File: config.mk
export PLATFORM = sky130hd
export DESIGN_NAME = gcd_lcm_unit
export DESIGN_NICKNAME = d
export VERILOG_FILES = /design/src/design/glu_pkg.sv /design/src/design/glu_div_cell.sv /design/src/design/glu_divider.sv /design/src/design/gcd_lcm_unit.sv
export SDC_FILE = /design/constraint.sdc
export NUM_CORES = 2
export LEC_CHECK = 0
export BUFFER_PORTS_ARGS = -buffer_cell sky130_fd_sc_hd__buf_4
export CAP_MARGIN = 25
export CORE_MARGIN = 2
export CORE_UTILIZATION = 40
export DETAILED_ROUTE_END_ITERATION = 10
export PLACE_DENSITY = 0.63
export SLEW_MARGIN = 20
export SYNTH_ARGS = -nofsm -noshare
export SYNTH_HDL_FRONTEND = slang
export SYNTH_SLANG_ARGS = --single-unit
File: constraint.sdc
create_clock -name i_clk -period 17.05 [get_ports i_clk]
set_input_delay 2.5575 -clock i_clk [delete_from_list [all_inputs] [get_ports i_clk]]
set_output_delay 2.5575 -clock i_clk [all_outputs]
set_load 0.01 [all_outputs]
File: src/design/glu_pkg.sv
// glu_pkg: shared types and state codes for gcd_lcm_unit.
// No dependencies.
package glu_pkg;

    typedef struct packed {
        logic [31:0] a_value;
        logic [31:0] b_value;
    } t_in_item;

    typedef struct packed {
        logic [31:0] gcd_value;
        logic [63:0] lcm_value;
        logic        zero_operand;
    } t_out_item;

    typedef enum logic [2:0] {
        ST_IDLE,
        ST_DIV_LOAD,
        ST_DIV_RUN,
        ST_LCM_DIV,
        ST_LCM_MUL,
        ST_DONE
    } t_state;

    // control to the divider chain
    typedef struct packed {
        logic start;
    } t_div_ctrl;

endpackage

File: src/design/glu_div_cell.sv
// glu_div_cell: one restoring-division step: shift one dividend bit into the
// partial remainder, try a subtract, pass the result to the next cell.
// Depends on nothing.
module glu_div_cell #(
    parameter int W = 32
) (
    input  logic [W-1:0] i_rem,
    input  logic [W-1:0] i_quo,
    input  logic [W-1:0] i_div,
    output logic [W-1:0] o_rem,
    output logic [W-1:0] o_quo
);
    logic [W:0] shifted;
    logic [W:0] diff;

    always_comb begin
        shifted = {i_rem, i_quo[W-1]};
        diff    = shifted - {1'b0, i_div};
        if (!diff[W]) begin
            o_rem = diff[W-1:0];
            o_quo = {i_quo[W-2:0], 1'b1};
        end else begin
            o_rem = shifted[W-1:0];
            o_quo = {i_quo[W-2:0], 1'b0};
        end
    end
endmodule

File: src/design/glu_divider.sv
// glu_divider: iterative unsigned divider built from a row of division cells;
// each cycle the chain resolves CELLS quotient bits. Depends on glu_pkg, glu_div_cell.
module glu_divider #(
    parameter int W     = 32,
    parameter int CELLS = 4
) (
    input  logic                 i_clk,
    input  logic                 i_rst_n,
    input  glu_pkg::t_div_ctrl   i_ctrl,
    input  logic [W-1:0]         i_dividend,
    input  logic [W-1:0]         i_divisor,
    output logic                 o_done,
    output logic [W-1:0]         o_quotient,
    output logic [W-1:0]         o_remainder
);
    localparam int STEPS = (W + CELLS - 1) / CELLS;
    localparam int CW    = $clog2(STEPS + 1);
    // datapath runs on a whole number of steps; operands are zero-extended
    localparam int WP    = STEPS * CELLS;

    logic [WP-1:0] r_rem, n_rem;
    logic [WP-1:0] r_quo, n_quo;
    logic [WP-1:0] r_div;
    logic [CW-1:0] r_cnt;
    logic          r_busy;
    logic [WP-1:0] rem_c [CELLS+1];
    logic [WP-1:0] quo_c [CELLS+1];

    assign rem_c[0] = r_rem;
    assign quo_c[0] = r_quo;

    for (genvar k = 0; k < CELLS; k++) begin : g_cell
        glu_div_cell #(.W(WP)) u_cell (
            .i_rem(rem_c[k]), .i_quo(quo_c[k]), .i_div(r_div),
            .o_rem(rem_c[k+1]), .o_quo(quo_c[k+1])
        );
    end

    always_comb begin
        n_rem = rem_c[CELLS];
        n_quo = quo_c[CELLS];
    end

    always_ff @(posedge i_clk) begin
        if (!i_rst_n) begin
            r_busy <= 1'b0;
            r_cnt  <= '0;
        end else if (i_ctrl.start) begin
            r_busy <= 1'b1;
            r_cnt  <= CW'(STEPS);
        end else if (r_busy) begin
            r_cnt <= r_cnt - 1'b1;
            if (r_cnt == CW'(1)) r_busy <= 1'b0;
        end
    end

    always_ff @(posedge i_clk) begin
        if (i_ctrl.start) begin
            r_rem <= '0;
            r_quo <= WP'(i_dividend);
            r_div <= WP'(i_divisor);
        end else if (r_busy) begin
            r_rem <= n_rem;
            r_quo <= n_quo;
        end
    end

    assign o_done      = r_busy && (r_cnt == CW'(1));
    assign o_quotient  = n_quo[W-1:0];
    assign o_remainder = n_rem[W-1:0];
endmodule

File: src/design/gcd_lcm_unit.sv
// gcd_lcm_unit: GCD by Euclid's remainder loop, LCM = (a / gcd) * b.
// A zero operand skips the divider and goes straight to the result. One item
// at a time; the result sits in an output register, so the next item is taken
// meanwhile. Reset (synchronous, active low) clears control state only.
module gcd_lcm_unit #(
    parameter int OPERAND_WIDTH = 32
) (
    input  logic               i_clk,
    input  logic               i_rst_n,
    input  logic               i_valid,
    output logic               o_ready,
    input  glu_pkg::t_in_item  i_data,
    output logic               o_valid,
    input  logic               i_ready,
    output glu_pkg::t_out_item o_data
);
    localparam int W = OPERAND_WIDTH;

    glu_pkg::t_state r_state, n_state;
    logic [W-1:0] r_a, r_b, r_big, r_small, r_gcd, r_quo;
    logic [63:0]  r_lcm;
    logic         r_oval;
    glu_pkg::t_out_item r_out;

    glu_pkg::t_div_ctrl div_ctrl;
    logic [W-1:0] div_dnd, div_dsr, div_q, div_r;
    logic         div_done;

    logic [W-1:0] in_a, in_b;
    assign in_a = i_data.a_value[W-1:0];
    assign in_b = i_data.b_value[W-1:0];

    glu_divider #(.W(W), .CELLS(4)) u_div (
        .i_clk(i_clk), .i_rst_n(i_rst_n), .i_ctrl(div_ctrl),
        .i_dividend(div_dnd), .i_divisor(div_dsr),
        .o_done(div_done), .o_quotient(div_q), .o_remainder(div_r)
    );

    // an item is taken only in IDLE; DONE moves on only if the output slot is free
    // or emptying this cycle
    logic out_free;
    assign out_free = !r_oval || i_ready;
    assign o_ready  = (r_state == glu_pkg::ST_IDLE);

    always_comb begin
        n_state = r_state;
        case (r_state)
            glu_pkg::ST_IDLE:     if (i_valid) n_state = glu_pkg::ST_DIV_LOAD;
            glu_pkg::ST_DIV_LOAD: begin
                if (r_a == '0 || r_b == '0) n_state = glu_pkg::ST_DONE;
                else                        n_state = glu_pkg::ST_DIV_RUN;
            end
            glu_pkg::ST_DIV_RUN:  begin
                if (div_done && div_r == '0) n_state = glu_pkg::ST_LCM_DIV;
                else if (div_done)           n_state = glu_pkg::ST_DIV_RUN;
            end
            glu_pkg::ST_LCM_DIV:  if (div_done) n_state = glu_pkg::ST_LCM_MUL;
            glu_pkg::ST_LCM_MUL:  n_state = glu_pkg::ST_DONE;
            glu_pkg::ST_DONE:     if (out_free) n_state = glu_pkg::ST_IDLE;
            default:              n_state = glu_pkg::ST_IDLE;
        endcase
    end

    // divider operands and start pulses
    always_comb begin
        div_ctrl.start = 1'b0;
        div_dnd = r_big;
        div_dsr = r_small;
        case (r_state)
            glu_pkg::ST_DIV_LOAD: begin
                // first divide takes the ordered pair straight from the operands
                div_ctrl.start = (r_a != '0) && (r_b != '0);
                div_dnd = (r_a > r_b) ? r_a : r_b;
                div_dsr = (r_a > r_b) ? r_b : r_a;
            end
            glu_pkg::ST_DIV_RUN: begin
                div_dnd = r_small;
                div_dsr = div_r;
                if (div_done && div_r == '0) begin
                    div_dnd = r_a;
                    div_dsr = r_small;
                end
                div_ctrl.start = div_done;
            end
            default: div_ctrl.start = 1'b0;
        endcase
    end

    always_ff @(posedge i_clk) begin
        if (!i_rst_n) begin
            r_state <= glu_pkg::ST_IDLE;
            r_oval  <= 1'b0;
        end else begin
            r_state <= n_state;
            if (r_state == glu_pkg::ST_DONE && out_free) r_oval <= 1'b1;
            else if (i_ready)                            r_oval <= 1'b0;
        end
    end

    always_ff @(posedge i_clk) begin
        case (r_state)
            glu_pkg::ST_IDLE: begin
                r_a <= in_a;
                r_b <= in_b;
            end
            glu_pkg::ST_DIV_LOAD: begin
                r_big   <= (r_a > r_b) ? r_a : r_b;
                r_small <= (r_a > r_b) ? r_b : r_a;
                r_gcd   <= (r_a == '0) ? r_b : r_a;
                r_lcm   <= '0;
            end
            glu_pkg::ST_DIV_RUN: if (div_done) begin
                r_big   <= r_small;
                r_small <= div_r;
                if (div_r == '0) r_gcd <= r_small;
            end
            glu_pkg::ST_LCM_DIV: if (div_done) r_quo <= div_q;
            glu_pkg::ST_LCM_MUL: r_lcm <= 64'(r_quo) * 64'(r_b);
            glu_pkg::ST_DONE: if (out_free) begin
                r_out.gcd_value    <= 32'(r_gcd);
                r_out.lcm_value    <= r_lcm;
                r_out.zero_operand <= (r_a == '0) || (r_b == '0);
            end
            default: ;
        endcase
    end

    assign o_valid = r_oval;
    assign o_data  = r_out;

    // a result never disappears while it waits
    a_hold: assert property (@(posedge i_clk) disable iff (!i_rst_n)
        o_valid && !i_ready |=> o_valid && $stable(o_data))
        else $error("result dropped or changed while stalled");
    // divider finishes only while a divide is under way
    a_div: assert property (@(posedge i_clk) disable iff (!i_rst_n)
        div_done |-> (r_state == glu_pkg::ST_DIV_RUN || r_state == glu_pkg::ST_LCM_DIV))
        else $error("divider done outside a divide");
    // gcd is never zero when both operands are nonzero
    a_gcd: assert property (@(posedge i_clk) disable iff (!i_rst_n)
        r_state == glu_pkg::ST_LCM_MUL |-> r_gcd != '0)
        else $error("zero gcd for nonzero operands");
endmodule
# --- Yosys cells after proc, flatten, opt, wreduce, memory -nomap -nowiden ---
# Cells that the tools add are included.
classes:
  eq_ne: 12
  n_addsub: 5
  n_bitwise: 1
  n_mul: 1
  n_lt_le_gt_ge: 1
  n_reduce_logical: 23
  mux: 40
ops:
  columns: ["cell", "n"]
  rows:
  - ["32-bit two-way mux", 15]
  - ["32-bit one-hot mux with 2 select lines", 5]
  - ["33-bit by 32-bit subtractor with 33-bit output", 4]
  - ["64-bit one-hot mux with 2 select lines", 1]
  - ["32-bit zero test", 3]
  - ["32-bit by 32-bit multiplier with 64-bit output", 1]
  - ["32-bit nonzero test", 2]
  - ["32-bit > comparator", 1]
  - ["3-bit two-way mux", 6]
  - ["3-bit one-hot mux with 6 select lines", 1]
  - ["2-bit != test (second input constant)", 5]
  - ["1-bit two-way mux", 9]
  - ["4-bit two-way mux", 2]
  - ["2-bit nonzero test", 4]
  - ["3-bit by 2-bit equality test with 1-bit output (second input constant)", 2]
  - ["3-bit equality test (second input constant)", 2]
  - ["2-bit AND reduction", 3]
  - ["4-bit by 1-bit equality test with 1-bit output (second input constant)", 1]
  - ["1-bit logical AND", 4]
  - ["4-bit AND reduction", 1]
  - ["4-bit by 1-bit subtractor with 4-bit output (second input constant)", 1]
  - ["3-bit by 1-bit equality test with 1-bit output (second input constant)", 1]
  - ["3-bit zero test", 1]
  - ["3-bit != test (second input constant)", 1]
  - ["other kinds (6)", 7]
totals:
  out_inout_bits: 99
  inputBits: 68
  word_cells: 101
  regBits: 458

# --- Longest topological paths before layout ---
logic_depth:
  depth_word: 13
  depth_mapped: 66
  depth_no_buf: 56

# --- Modules after synthesis ---
# A second synthesis with hierarchy kept.
unflattened:
  cells_unflattened: 6473
  area_unflattened_um2: 62663.8
modules_own_cells:
  columns: ["module", "area_each_um2", "instances", "cells_each", "seq_area_each_um2"]
  rows:
  - ["gcd_lcm_unit", 48584.1, 1, 4900, 10680.2]
  - ["glu_div_cell", 2591.2, 4, 336, 0.0]
  - ["glu_divider", 3714.8, 1, 229, 2662.6]

# --- Worst setup path before layout ---
# OpenSTA, ideal clock, no wires.
synth_path:
  kind: "flip-flop to flip-flop"
  startpoint: "register u_div.r_quo[31]"
  endpoint: "register r_gcd[0], enable pin"
  synth_period_minus_slack_ns: 15.028
  setup_time_ns: 0.389
  slack_ns: 2.022
  path_stages_with_launch: 62
  t_arrival_ns: 14.639
  t_required_ns: 16.661
  n_path_buf: 12
  path_cell_list: "edfxtp_1 inv_1 ha_1 inv_1 fa_1 a21oi_1 o22ai_1 o211ai_1 nand3_1 a41o_1 or2_1 buf_2 inv_1 buf_1 clkbuf_1 clkbuf_1 nor2_1 a21oi_1 [... 26 more ...] clkbuf_1 nand2_1 nand2_1 ha_1 a41oi_1 nand2_1 o41ai_1 o21ai_0 o311ai_0 nand3_1 a311oi_1 mux2i_1 nor4_1 nand4_1 o41ai_4 buf_2 nand2_1 nand2_1"
synth_via:
  elab_chain_cells: 11
synth_lines:
  columns: ["element", "line_no", "source"]
  rows:
  - ["from (decl)", "glu_divider.sv:22", "logic [WP-1:0] r_quo, n_quo;"]
  - ["from (signal assigned)", "glu_divider.sv:60", "r_quo <= WP'(i_dividend);"]
  - ["from (signal assigned)", "glu_divider.sv:64", "r_quo <= n_quo;"]
  - ["33-bit by 32-bit subtractor with 33-bit output", "glu_div_cell.sv:18", "diff = shifted - {1'b0, i_div};"]
  - ["32-bit two-way mux (*)", "glu_div_cell.sv:19", "if (!diff[W]) begin"]
  - ["33-bit by 32-bit subtractor with 33-bit output", "glu_div_cell.sv:18", null]
  - ["32-bit two-way mux (*)", "glu_div_cell.sv:19", null]
  - ["33-bit by 32-bit subtractor with 33-bit output", "glu_div_cell.sv:18", null]
  - ["32-bit two-way mux (*)", "glu_div_cell.sv:19", null]
  - ["33-bit by 32-bit subtractor with 33-bit output", "glu_div_cell.sv:18", null]
  - ["32-bit two-way mux (*)", "glu_div_cell.sv:19", null]
  - ["32-bit zero test (*)", "gcd_lcm_unit.sv:115", "if (div_r == '0) r_gcd <= r_small;"]
  - ["2-bit != test (no source line) (*)", null, null]
  - ["3-bit AND reduction (no source line) (*)", null, null]
  - ["to (signal assigned)", "gcd_lcm_unit.sv:109", "r_gcd <= (r_a == '0) ? r_b : r_a;"]
  - ["to (signal assigned)", "gcd_lcm_unit.sv:115", null]
  - ["to (decl)", "gcd_lcm_unit.sv:20", "logic [W-1:0] r_a, r_b, r_big, r_small, r_gcd, r_quo;"]
# Every way passes the cells marked *; elsewhere a longest branch is shown, timed or not.
# A chain may end at the register's enable or synchronous reset.

# --- Worst setup path in the final report ---
layout_path:
  startpoint: "register u_div.r_quo[31]"
  endpoint: "register u_div.r_div[9], data pin"
layout_via:
  elab_chain_cells: 12
layout_lines:
  columns: ["element", "line_no", "source"]
  rows:
  - ["33-bit by 32-bit subtractor with 33-bit output", "glu_div_cell.sv:18", null]
  - ["32-bit two-way mux (*)", "glu_div_cell.sv:19", null]
  - ["33-bit by 32-bit subtractor with 33-bit output", "glu_div_cell.sv:18", null]
  - ["32-bit two-way mux (*)", "glu_div_cell.sv:19", null]
  - ["33-bit by 32-bit subtractor with 33-bit output", "glu_div_cell.sv:18", null]
  - ["32-bit two-way mux (*)", "glu_div_cell.sv:19", null]
  - ["33-bit by 32-bit subtractor with 33-bit output", "glu_div_cell.sv:18", null]
  - ["32-bit two-way mux (*)", "glu_div_cell.sv:19", null]
  - ["32-bit zero test", "gcd_lcm_unit.sv:79", "if (div_done && div_r == '0) begin"]
  - ["1-bit logical AND", "gcd_lcm_unit.sv:79", null]
  - ["32-bit two-way mux (*)", "gcd_lcm_unit.sv:79", null]
  - ["32-bit one-hot mux with 2 select lines (*)", "gcd_lcm_unit.sv:69", "case (r_state)"]
  - ["net div_dsr[9]", "gcd_lcm_unit.sv:26", "logic [W-1:0] div_dnd, div_dsr, div_q, div_r;"]
  - ["to (signal assigned)", "glu_divider.sv:61", "r_div <= WP'(i_divisor);"]
  - ["to (decl)", "glu_divider.sv:23", "logic [WP-1:0] r_div;"]
# The timed path passes the listed nets; every way through them passes the cells marked *.

==> impl_metrics.py <==
metrics = {
    "timing": {
        "slew_viol_final": 0,
        "tightest_slew_ns": 1.03,
        "hold_viol_final": 0,
        "totalNegativeSetupSlack_ns": 0,
        "max_slew_margin_pct": 31.5,
        "rsz_0062_raised_after_global_routing": "false",
        "worst_case_clock_skew_ns": 0.0492,
        "period_needed_ns": 15.30,
        "maxClockFrequency_mhz": 65.4,
        "timing.final.setup_violations": 0,
        "timing.final.crit_share_pct": 89.7,
    },
    "placed_design": {
        "finalWeightedCongestion": 0.955,
        "dpl.hpwl_mm": 136,
        "port_buffer_cells": 166,
    },
    "clock_tree": {
        "clk_path_buf_depth": 3,
        "clk_latency_ns": 0.70,
        "ctsResizeCount": 0,
        "clock_tree_from_tritoncts": "yes",
        "register_clock_pin_slew_on_the_reported_worst_setup_and_hold_paths_ns": 0.06,
        "post_cts_hold_buffer_count": 0,
        "htree_levels": 2,
        "cts_setup_buffers": 0,
        "cts_root_cell": "clkbuf_16",
        "clock-sinks": 426,
        "number_of_buffers_created_by_cts": 52,
    },
    "cells_and_area": {
        "drive_above_1_share_pct": 6.91,
        "area_growth_syn_to_layout_pct": 9.10,
        "layout.nets": 7615,
        "fillCellCount": 13800,
    },
    "synthesis": {
        "synth.largest_area_cell": "fa_1",
        "part_of_the_yosys_area_used_for_sequential_elements_pct": 21.3,
        "syn_avg_cell_area_sq_um": 9.35,
        "yosysTopAreaCellShare_pct": 31.0,
        "synth-main-ff-cell": "edfxtp_1",
        "yosysWarningCount": 0,
        "synth.cell_area_sq_um": 58200,
        "yosysUniqueCellTypes": 79,
        "netlist_top_cells_area": "fa_1, edfxtp_1, ha_1",
        "synth-edff-count": 385,
        "postSynthRegisterBits": 426,
        "yosysMostFrequentCell": "inv_1",
        "syn_inst": 6227,
        "async_flop_share_pct": 0,
        "synth.top_cells.by_count": "inv_1, nand2_1, fa_1, ha_1, edfxtp_1",
        "synth_nets": 7620,
    },
    "hold_path": {
        "hold_start": "r_gcd[5]$_DFFE_PP_",
        "min_path_type": "reg2reg",
        "hold-path-endpoint": "o_data[70]$_DFFE_PP_",
        "timing.hold.worst_path_depth": 0,
    },
    "global_routing": {
        "grt_antenna_before_repair": 1,
        "grt_start_max_net_pins": 86,
        "global_route.usage.total_pct": 23.9,
        "grt_first_pass_wirelength_mm": 272,
        "number_of_global_route_vias_before_repair": 45900,
        "globalRouteOverflowTotal": 0,
    },
    "floorplan": {
        "floorplan.die_area_sq_um": 149000,
        "initial_utilization_pct": 40.4,
        "fp-row-count": 139,
        "top_level_pins": 167,
        "die_w_microns": 385,
        "core_area_sq_um": 144000,
        "die_y_microns": 385,
    },
    "detailed_routing": {
        "detail_route.iter0.violations": 3211,
        "wire_per_inst_microns": 21.6,
        "via_count": 44400,
        "routed_wl_mm": 176,
        "post_drt_antenna_nets": 0,
        "post-route-drc-count": 0,
        "drtPass1Iterations": 6,
        "vias_per_cell": 5.44,
    },
    "setup_path": {
        "worst_ep_required_time_ns": 17.47,
        "setup.worst_path.end_class": "flip-flop",
        "crit_family": "compound AO/OA/AOI/OAI gates",
        "critPathMaxStageDelay_ns": 0.63,
        "worst-setup-path-type": "reg2reg",
        "critical_path_peak_fanout": 48,
        "worst_r2r_endpoint": "u_div.r_div[9]$_DFFE_PP_",
        "timing.reg2reg.worst_path_depth": 53,
        "crit_slowest_cell": "o311ai_0",
        "regToRegSetupSlack_ns": 1.75,
        "worst_r2r_startpoint": "u_div.r_quo[31]$_DFFE_PP_",
        "critPathLaunchType": "flip-flop",
        "crit_arrival_ns": 15.71,
        "cp_common_cell": "a21oi_1",
        "cp_num_buf_inv": 7,
    },
    "run": {
        "maxCapViolations": 0,
    },
    "outcome": {
        "run_status": "complete, no violations",
    },
}
-- final cells by class --
cell class	count	area, sq um	share of cell area [%]
multi-input cells	4378	40600	63.9
flip-flops and latches	426	12400	19.5
inverters	1087	4080	6.43
well taps	1903	2380	3.75
repair buffers	277	2180	3.44
clock buffers	56	1340	2.11
clock inverters	42	574	0.904
diodes	2	5.00	0.00788
-- registers in the layout (all words and copies together), names as in the netlist, 3 cells and up --
| name | cells |
|---|---|
| r_a | 32 |
| r_b | 32 |
| u_div.r_cnt | 4 |
| u_div.r_div | 32 |
| r_lcm | 64 |
| r_quo | 32 |
| r_small | 32 |
| r_state | 3 |
| r_gcd | 32 |
| o_data | 97 |
| u_div.r_quo | 32 |
| u_div.r_rem | 32 |
-- layer usage --
| metal | vias to the layer above | global-route usage (%) | share of wire [%] |
|---|---|---|---|
| met5 | - | 0 | 0 |
| met4 | 0 | 7.91 | 3.5 |
| met3 | 288 | 3.32 | 7.0 |
| met2 | 1574 | 39.3 | 47 |
| met1 | 22600 | 32.5 | 43 |
| li1 | 19900 | - | - |
-- cells by family after synthesis --
group	share of synthesized area, %
compound gates	10.2
mux	2.47
buf+inv	9.22
fa+ha+maj	40.1
xor+xnor	2.48
flops	21.3
simple gates	14.2
-- worst max path at each step --
stage	startpoint	end	slack [ns]	cells past startpoint
2_1_floorplan	u_div.r_quo[31]$_DFFE_PP_	r_gcd[0]$_DFFE_PP_	2.02	61
3_3_place_gp	u_div.r_quo[31]$_DFFE_PP_	u_div.r_div[9]$_DFFE_PP_	2.14	52
3_5_place_dp	u_div.r_quo[31]$_DFFE_PP_	u_div.r_div[6]$_DFFE_PP_	1.87	58
4_1_cts	u_div.r_quo[31]$_DFFE_PP_	u_div.r_div[6]$_DFFE_PP_	1.76	58
5_1_grt	u_div.r_quo[31]$_DFFE_PP_	u_div.r_div[6]$_DFFE_PP_	0.47	57
6_report	u_div.r_quo[31]$_DFFE_PP_	u_div.r_div[9]$_DFFE_PP_	1.75	53
-- metrics by stage --
step / utilization [%] / area, sq um / std cells / setup WS, ns / hold WS (ns)
global route: 44.1 / 63500 / 8169 / 0.466 / 0.414
finish: 44.1 / 63500 / 8171 / 1.75 / 0.408
CTS: 44.1 / 63500 / 8168 / 1.76 / 0.403
floorplan: - / 58200 / 6227 / 2.02 / 0.400
detailed placement: 42.7 / 61600 / 8070 / 1.87 / 0.405
global placement: 42.7 / 61500 / 8069 / 2.14 / 0.401
-- layout by cell type (no fill, tap or decap), types with 11 or more instances in the layout --
cell type | Yosys | layout
a211o_1 | 11 | 11
a211oi_1 | 44 | 44
a21boi_0 | 11 | 11
a21o_1 | 128 | 128
a21oi_1 | 314 | 313
a31oi_1 | 19 | 19
and2_1 | 300 | 300
and3_1 | 23 | 23
buf_4 | 3 | 270
bufinv_16 | 0 | 11
clkbuf_16 | 0 | 53
dfxtp_1 | 41 | 40
edfxtp_1 | 385 | 385
fa_1 | 900 | 900
ha_1 | 425 | 425
inv_1 | 1087 | 1087
mux2_2 | 30 | 30
mux2i_1 | 110 | 110
nand2_1 | 932 | 927
nand2b_1 | 26 | 26
nand3_1 | 39 | 39
nand4_1 | 25 | 25
nor2_1 | 332 | 331
nor2b_1 | 28 | 27
nor3_1 | 39 | 35
nor4_1 | 26 | 25
o21a_1 | 36 | 36
o21ai_0 | 138 | 138
o21bai_1 | 25 | 25
o221ai_1 | 34 | 34
o22a_1 | 33 | 33
o31ai_1 | 37 | 36
or3_1 | 15 | 14
xnor2_1 | 111 | 109
xor2_1 | 54 | 54
Power is not shown: default switching activity piles up to over one toggle a cycle in this logic, so the estimate is an artifact.
